<file path="config.mk">
export PLATFORM = sky130hd
export DESIGN_NAME = rtbs_ctrl
export DESIGN_NICKNAME = d
export VERILOG_FILES = /design/src/design/rtbs_pkg.sv /design/src/design/rtbs_ctrl.sv
export SDC_FILE = /design/constraint.sdc
export NUM_CORES = 1
export LEC_CHECK = 0
export ABC_CLOCK_PERIOD_IN_PS = 6900
export BUFFER_PORTS_ARGS = -buffer_cell sky130_fd_sc_hd__buf_2
export CAP_MARGIN = 20
export CORE_MARGIN = 3
export CORE_UTILIZATION = 52
export DETAILED_ROUTE_END_ITERATION = 7
export PLACE_DENSITY = 0.72
export SYNTH_ARGS = -nofsm -noshare
export SYNTH_HDL_FRONTEND = slang
export SYNTH_SLANG_ARGS = --single-unit
</file>
<file path="constraint.sdc">
create_clock -name clk -period 6.9 [get_ports clk]
set_input_delay 0.345 -clock clk [delete_from_list [all_inputs] [get_ports clk]]
set_output_delay 0.345 -clock clk [all_outputs]
set_load 0.03 [all_outputs]
</file>
<file path="src/design/rtbs_pkg.sv">
// ============================================================================
// rtbs_pkg: shared types and constants of the record table bubble sorter
// Holds the record layout, the key selector codes, the datapath operation
// codes, the controller states and the command and status bundles.
// ============================================================================
package rtbs_pkg;

    // Default number of records that the table holds.
    localparam int RTBS_DEPTH_DEF = 64;

    // Width of the key selector register.
    localparam int COL_W = 3;

    // Key selector codes.
    localparam logic [COL_W-1:0] COL_DETAIL   = 3'd0;
    localparam logic [COL_W-1:0] COL_MATERIAL = 3'd1;
    localparam logic [COL_W-1:0] COL_MEASURE  = 3'd2;
    localparam logic [COL_W-1:0] COL_WORKSHOP = 3'd3;
    localparam logic [COL_W-1:0] COL_NORM     = 3'd4;
    localparam logic [COL_W-1:0] COL_NUMBER   = 3'd5;

    // Widest key is the packed measure text.
    localparam int KEY_W = 64;

    // One stored record.
    typedef struct packed {
        logic [31:0] detail_code;
        logic [31:0] material_code;
        logic [63:0] measure_text;
        logic [31:0] workshop_number;
        logic [31:0] consumption_norm;
        logic [15:0] record_number;
    } record_t;

    // Datapath operations issued by the controller.
    typedef enum logic [2:0] {
        OP_NONE,
        OP_LOAD_IN,
        OP_TAKE,
        OP_STEP,
        OP_FLUSH,
        OP_EMIT
    } dp_op_t;

    // Controller states.
    typedef enum logic [2:0] {
        ST_LOAD,
        ST_PASS_START,
        ST_PASS_TAKE,
        ST_PASS_STEP,
        ST_PASS_FLUSH,
        ST_EMIT_READ,
        ST_EMIT_LOAD
    } ctrl_state_t;

    // Command bundle from the controller to the datapath.
    typedef struct packed {
        dp_op_t op;
        logic   rd_en;
        logic   emit_last;
        logic   emit_ovf;
    } ctrl_cmd_t;

    // Status bundle from the datapath to the controller.
    typedef struct packed {
        logic col_ok;
        logic out_free;
    } dp_status_t;

    // Sort key of a record under the given selector; unused codes give zero.
    function automatic logic [KEY_W-1:0] key_of(input record_t r,
                                                input logic [COL_W-1:0] col);
        logic [KEY_W-1:0] k;
        k = '0;
        case (col)
            COL_DETAIL:   k = {32'd0, r.detail_code};
            COL_MATERIAL: k = {32'd0, r.material_code};
            COL_MEASURE:  k = r.measure_text;
            COL_WORKSHOP: k = {32'd0, r.workshop_number};
            COL_NORM:     k = {32'd0, r.consumption_norm};
            COL_NUMBER:   k = {48'd0, r.record_number};
            default:      k = '0;
        endcase
        return k;
    endfunction

endpackage

</file>
<file path="src/design/rtbs_ctrl.sv">
// ============================================================================
// rtbs_ctrl: record table controller
// Sequences loading, the bubble passes over the record memory and the
// emission of the sorted table; keeps the fill count and overflow flag.
// ============================================================================
module rtbs_ctrl
    import rtbs_pkg::*;
#(
    parameter int TABLE_DEPTH = RTBS_DEPTH_DEF,
    localparam int ADDR_W = $clog2(TABLE_DEPTH),
    localparam int CNT_W  = $clog2(TABLE_DEPTH + 1)
)
(
    input  logic              clk,
    input  logic              rst_n,
    input  logic              in_valid,
    output logic              in_ready,
    input  logic              last_in,
    input  dp_status_t        status,
    output ctrl_cmd_t         cmd,
    output logic [ADDR_W-1:0] rd_addr,
    output logic [ADDR_W-1:0] wr_addr
);

    ctrl_state_t      state_reg;
    ctrl_state_t      state_next;
    logic [CNT_W-1:0] count_reg;
    logic [CNT_W-1:0] count_next;
    logic [CNT_W-1:0] len_reg;
    logic [CNT_W-1:0] len_next;
    logic [CNT_W-1:0] idx_reg;
    logic [CNT_W-1:0] idx_next;
    logic             ovf_reg;
    logic             ovf_next;
    logic             room;
    logic             emit_last;

    assign room      = count_reg < CNT_W'(TABLE_DEPTH);
    assign emit_last = idx_reg == (count_reg - CNT_W'(1));

    // State and counter registers.
    always_ff @(posedge clk or negedge rst_n)
    begin
        if (!rst_n)
        begin
            state_reg <= ST_LOAD;
            count_reg <= '0;
            len_reg   <= '0;
            idx_reg   <= '0;
            ovf_reg   <= 1'b0;
        end
        else
        begin
            state_reg <= state_next;
            count_reg <= count_next;
            len_reg   <= len_next;
            idx_reg   <= idx_next;
            ovf_reg   <= ovf_next;
        end
    end

    // Next state and command decode.
    always_comb
    begin
        state_next    = state_reg;
        count_next    = count_reg;
        len_next      = len_reg;
        idx_next      = idx_reg;
        ovf_next      = ovf_reg;
        in_ready      = 1'b0;
        cmd.op        = OP_NONE;
        cmd.rd_en     = 1'b0;
        cmd.emit_last = emit_last;
        cmd.emit_ovf  = ovf_reg;
        rd_addr       = idx_reg[ADDR_W-1:0];
        wr_addr       = count_reg[ADDR_W-1:0];
        case (state_reg)
            ST_LOAD:
            begin
                in_ready = 1'b1;
                if (in_valid)
                begin
                    if (room)
                    begin
                        cmd.op     = OP_LOAD_IN;
                        count_next = count_reg + CNT_W'(1);
                    end
                    else
                    begin
                        ovf_next = 1'b1;
                    end
                    if (last_in)
                    begin
                        if (count_next >= CNT_W'(2) && status.col_ok)
                        begin
                            len_next   = count_next;
                            state_next = ST_PASS_START;
                        end
                        else
                        begin
                            idx_next   = '0;
                            state_next = ST_EMIT_READ;
                        end
                    end
                end
            end
            ST_PASS_START:
            begin
                cmd.rd_en  = 1'b1;
                rd_addr    = '0;
                state_next = ST_PASS_TAKE;
            end
            ST_PASS_TAKE:
            begin
                cmd.op     = OP_TAKE;
                cmd.rd_en  = 1'b1;
                rd_addr    = ADDR_W'(1);
                idx_next   = CNT_W'(1);
                state_next = ST_PASS_STEP;
            end
            ST_PASS_STEP:
            begin
                // Compare the carried record with entry idx, park the smaller
                // one at idx-1 and fetch the next entry.
                cmd.op    = OP_STEP;
                cmd.rd_en = 1'b1;
                wr_addr   = ADDR_W'(idx_reg - CNT_W'(1));
                rd_addr   = ADDR_W'(idx_reg + CNT_W'(1));
                if (idx_reg == len_reg - CNT_W'(1))
                    state_next = ST_PASS_FLUSH;
                else
                    idx_next = idx_reg + CNT_W'(1);
            end
            ST_PASS_FLUSH:
            begin
                // The largest key of the pass settles at its top end.
                cmd.op   = OP_FLUSH;
                wr_addr  = ADDR_W'(len_reg - CNT_W'(1));
                len_next = len_reg - CNT_W'(1);
                if (len_next >= CNT_W'(2))
                begin
                    state_next = ST_PASS_START;
                end
                else
                begin
                    idx_next   = '0;
                    state_next = ST_EMIT_READ;
                end
            end
            ST_EMIT_READ:
            begin
                cmd.rd_en  = 1'b1;
                state_next = ST_EMIT_LOAD;
            end
            ST_EMIT_LOAD:
            begin
                if (status.out_free)
                begin
                    cmd.op = OP_EMIT;
                    if (emit_last)
                    begin
                        count_next = '0;
                        ovf_next   = 1'b0;
                        state_next = ST_LOAD;
                    end
                    else
                    begin
                        idx_next   = idx_reg + CNT_W'(1);
                        state_next = ST_EMIT_READ;
                    end
                end
            end
            default:
            begin
                state_next = ST_LOAD;
            end
        endcase
    end

    // The fill count never passes the table depth.
    a_count_bound: assert property (@(posedge clk) disable iff (!rst_n)
        count_reg <= CNT_W'(TABLE_DEPTH))
        else $error("fill count beyond table depth");

    // A bubble pass always spans at least two records.
    a_pass_len: assert property (@(posedge clk) disable iff (!rst_n)
        (state_reg == ST_PASS_START || state_reg == ST_PASS_STEP) |->
        (len_reg >= CNT_W'(2) && len_reg <= count_reg))
        else $error("bubble pass length out of range");

    // The compare index stays inside the current pass.
    a_step_idx: assert property (@(posedge clk) disable iff (!rst_n)
        state_reg == ST_PASS_STEP |-> (idx_reg >= CNT_W'(1) && idx_reg < len_reg))
        else $error("compare index outside the pass");

    // A record is moved to the output only when the output register is free.
    a_emit_free: assert property (@(posedge clk) disable iff (!rst_n)
        cmd.op == OP_EMIT |-> status.out_free)
        else $error("output register overwritten");

    // After the final record of a run the table is empty again.
    a_run_clear: assert property (@(posedge clk) disable iff (!rst_n)
        (cmd.op == OP_EMIT && emit_last) |=> (count_reg == '0 && !ovf_reg))
        else $error("table not cleared after run");

endmodule

</file>
==> results by group <==
Clocking
  • Root Buffer: clkbuf_8
  • CTS hold repair buffers: 0
  • Number of H-tree levels: 1
  • Post-CTS Resized: 0
  • TritonCTS Buffers: 3
  • Max Root-Sink Buffers: 2
  • Clk sinks: 25
  • Clk Latency, worst-skew pair: 270 ps
  • Post-CTS Setup Inserts: 0
  • CTS tree: built
  • Clock transition at path regs: 100 ps

Drt
  • Starting DRT DRC Count: 178
  • DRT Pass-1 Iters: 4
  • Vias: 2,249
  • Final Routed Wirelength: 6.53 mm
  • WL per Instance: 18.3 um
  • Via density: 6.28
  • Post-route ant nets: 0
  • DRC viols: 0

Timing
  • Worst slew margin: 53.2%
  • Max-slew violation count: 0
  • Layout Skew: 3.60 ps
  • Period utilization: 44.8%
  • Fin Setup TNS: 0 ps
  • Clock period minus final worst setup slack: 3090 ps
  • Slew @ Worst Pin: 700 ps
  • Final hold violations: 0
  • Count of final setup violators: 0
  • Final hold slack: 65.2 ps
  • RSZ-0062 raised after global routing: no
  • Highest clock rate: 0.323 GHz

Final layout
  • Layout cells sized above 1: 13.7%
  • Antenna Cells: 0
  • Fillers: 418
  • Fin area: 0.00250 mm2
  • Synthesis-to-finish area growth: 4.71%
  • # nets final: 319

Yosys
  • Cell count after synthesis: 303
  • Post-synth EDFFs: 0
  • Avg Synthesized Cell Area: 7.90 um2
  • Register area share after synthesis: 26.2%
  • Yosys warns: 0
  • Syn Nets: 315
  • Post-synth ARST share: 100%
  • Yosys reg bits: 25
  • Synth area leaders: dfrtp_1 26%, xnor2_1 7.3%, nand2_1 5.2%, o21ai_0 4.6%, xor2_1 4.4%
  • Top cells by count, synth: 33 x nand2_1, 25 x dfrtp_1, 22 x nor2_1, 22 x o21ai_0, 20 x xnor2_1
  • Post-synth top area share: 26.2%
  • Unique masters post-synth: 61
  • Top-count cell post-synth: nand2_1
  • Largest area contributor in the netlist: dfrtp_1
  • Ys flop type: dfrtp_1
  • Netlist Area Pre-Place: 0.00239 mm2

Worst setup path
  • Critical path arrival: 3290 ps
  • Reg-to-Reg Start: count_reg[0]
  • Req. time, crit path: 7100 ps
  • CP startpoint: count_reg[0]
  • Crit Path Max Fanout: 11
  • Startpoint Class: flip-flop
  • Setup CP Type: flip-flop to flip-flop
  • CP Capture Type: flip-flop

Floorplanning
  • Die Ht: 73.8 um
  • Cell Rows: 24
  • CORE AREA: 0.00438 mm2
  • Total I/O pin count: 25
  • Die Footprint: 0.00545 mm2
  • Starting Density: 54.6%
  • Die W: 73.8 um

Power and ir drop
  • PwrDens: 506 mW/mm2
  • Peak VDD IR: 312 uV
  • Leakage: 1.07 nW

Global routing
  • Largest net degree at the start of global routing: 26
  • Antenna violations before repair: 0
  • First-pass GRT wire length: 11.0 mm
  • Gr usage total: 25.8%
  • Vias in the first global route: 2,217
  • Total gr overflow: 0

Placement
  • Post-DP Area: 0.00246 mm2
  • Routability Congestion: 0.889
  • Hpwl dp: 4.77 mm
  • Port Buffers: 24

Run status
  • Status: complete, no violations

Min path
  • Worst hold path type: input port to asynchronous set/reset pin

Run
  • Max Cap Viol: 0
==> stage by stage <==
stage | util [%] | cells | setup WS, ps | total power [mW]
finish | 57.1 | 358 | 3810 | 1.27
global route | 57.1 | 358 | 3530 | 1.38
CTS | 57.1 | 358 | 3830 | 1.26
detailed placement | 56.1 | 354 | 3870 | 1.16
global placement | 56.1 | 354 | 3900 | 1.15
floorplan | - | 303 | 4220 | 0.983
==> path summary, 6_finish.rpt <==
kind                       cells past startpoint      endpoint  slack (ps)
min                                            1  count_reg[4]          70
max in group asynchronous                      1  state_reg[1]        6440
max                                           10  count_reg[0]        3810
min reg2reg                                    2       ovf_reg         580
min in group clk                               2       ovf_reg         430
max reg2reg                                   10  count_reg[0]        3810
==> critical path, stage by stage, from the launching register on <==
cell      delay (ps)
dfrtp_1          510
inv_1            140
ha_1             180
nor3b_1          450
mux2i_1          240
nor3b_1           90
o311ai_4         470
clkinv_2         140
a31oi_2          520
a21oi_1          100
o21ai_0          170
==> power by group <==
part | switching, mW | internal [mW]
clock network | 0.0510 | 0.0405
logic | 0.532 | 0.324
registers | 0.130 | 0.189
==> kinds of logic (layout without fill, tap and decap cells) <==
group / count (synthesis) / after routing / share of synthesized area [%]
AND/OR/NAND/NOR: 108 / 108 / 23.1
AO/OA/AOI/OAI: 90 / 90 / 26.7
buffers and inverters: 37 / 40 / 7.06
XOR/XNOR: 32 / 32 / 11.7
flip-flops: 25 / 25 / 26.2
adder cells (fa/ha/maj): 6 / 6 / 3.14
multiplexers: 5 / 5 / 2.14
==> final cells by class <==
class / instances / area, um2 / share of cell area [%]
clock buffers: 3 / 41.3 / 1.65
clock inverters: 1 / 5.00 / 0.200
inverters: 11 / 42.5 / 1.70
multi-input cells: 241 / 1600 / 63.8
flip-flops and latches: 25 / 626 / 25.0
well taps: 52 / 65.1 / 2.60
repair buffers: 25 / 128 / 5.09
==> routing by layer <==
layer | global-route usage [%] | vias to the layer above | share of wire [%] | wire (um)
met5 | 0 | - | 0 | 0
met4 | 9.86 | 0 | 1.7 | 110
met3 | 2.74 | 8 | 4.6 | 299
met2 | 41.1 | 68 | 49 | 3220
met1 | 35.7 | 1071 | 44 | 2910
li1 | - | 1102 | - | -
==> cell usage in the layout, fill, tap and decap left out, types with 5 or more instances in the layout <==
master	n
xor2_1	12
xnor2_1	20
nor2_1	22
nand3_1	10
nor3_1	10
nand2_1	33
buf_2	24
o41ai_1	7
dfrtp_1	25
ha_1	6
a21oi_1	16
nor3b_1	5
a22oi_1	5
o31ai_1	10
o21ai_0	22
inv_1	9
(Power assumes the default switching activity.)
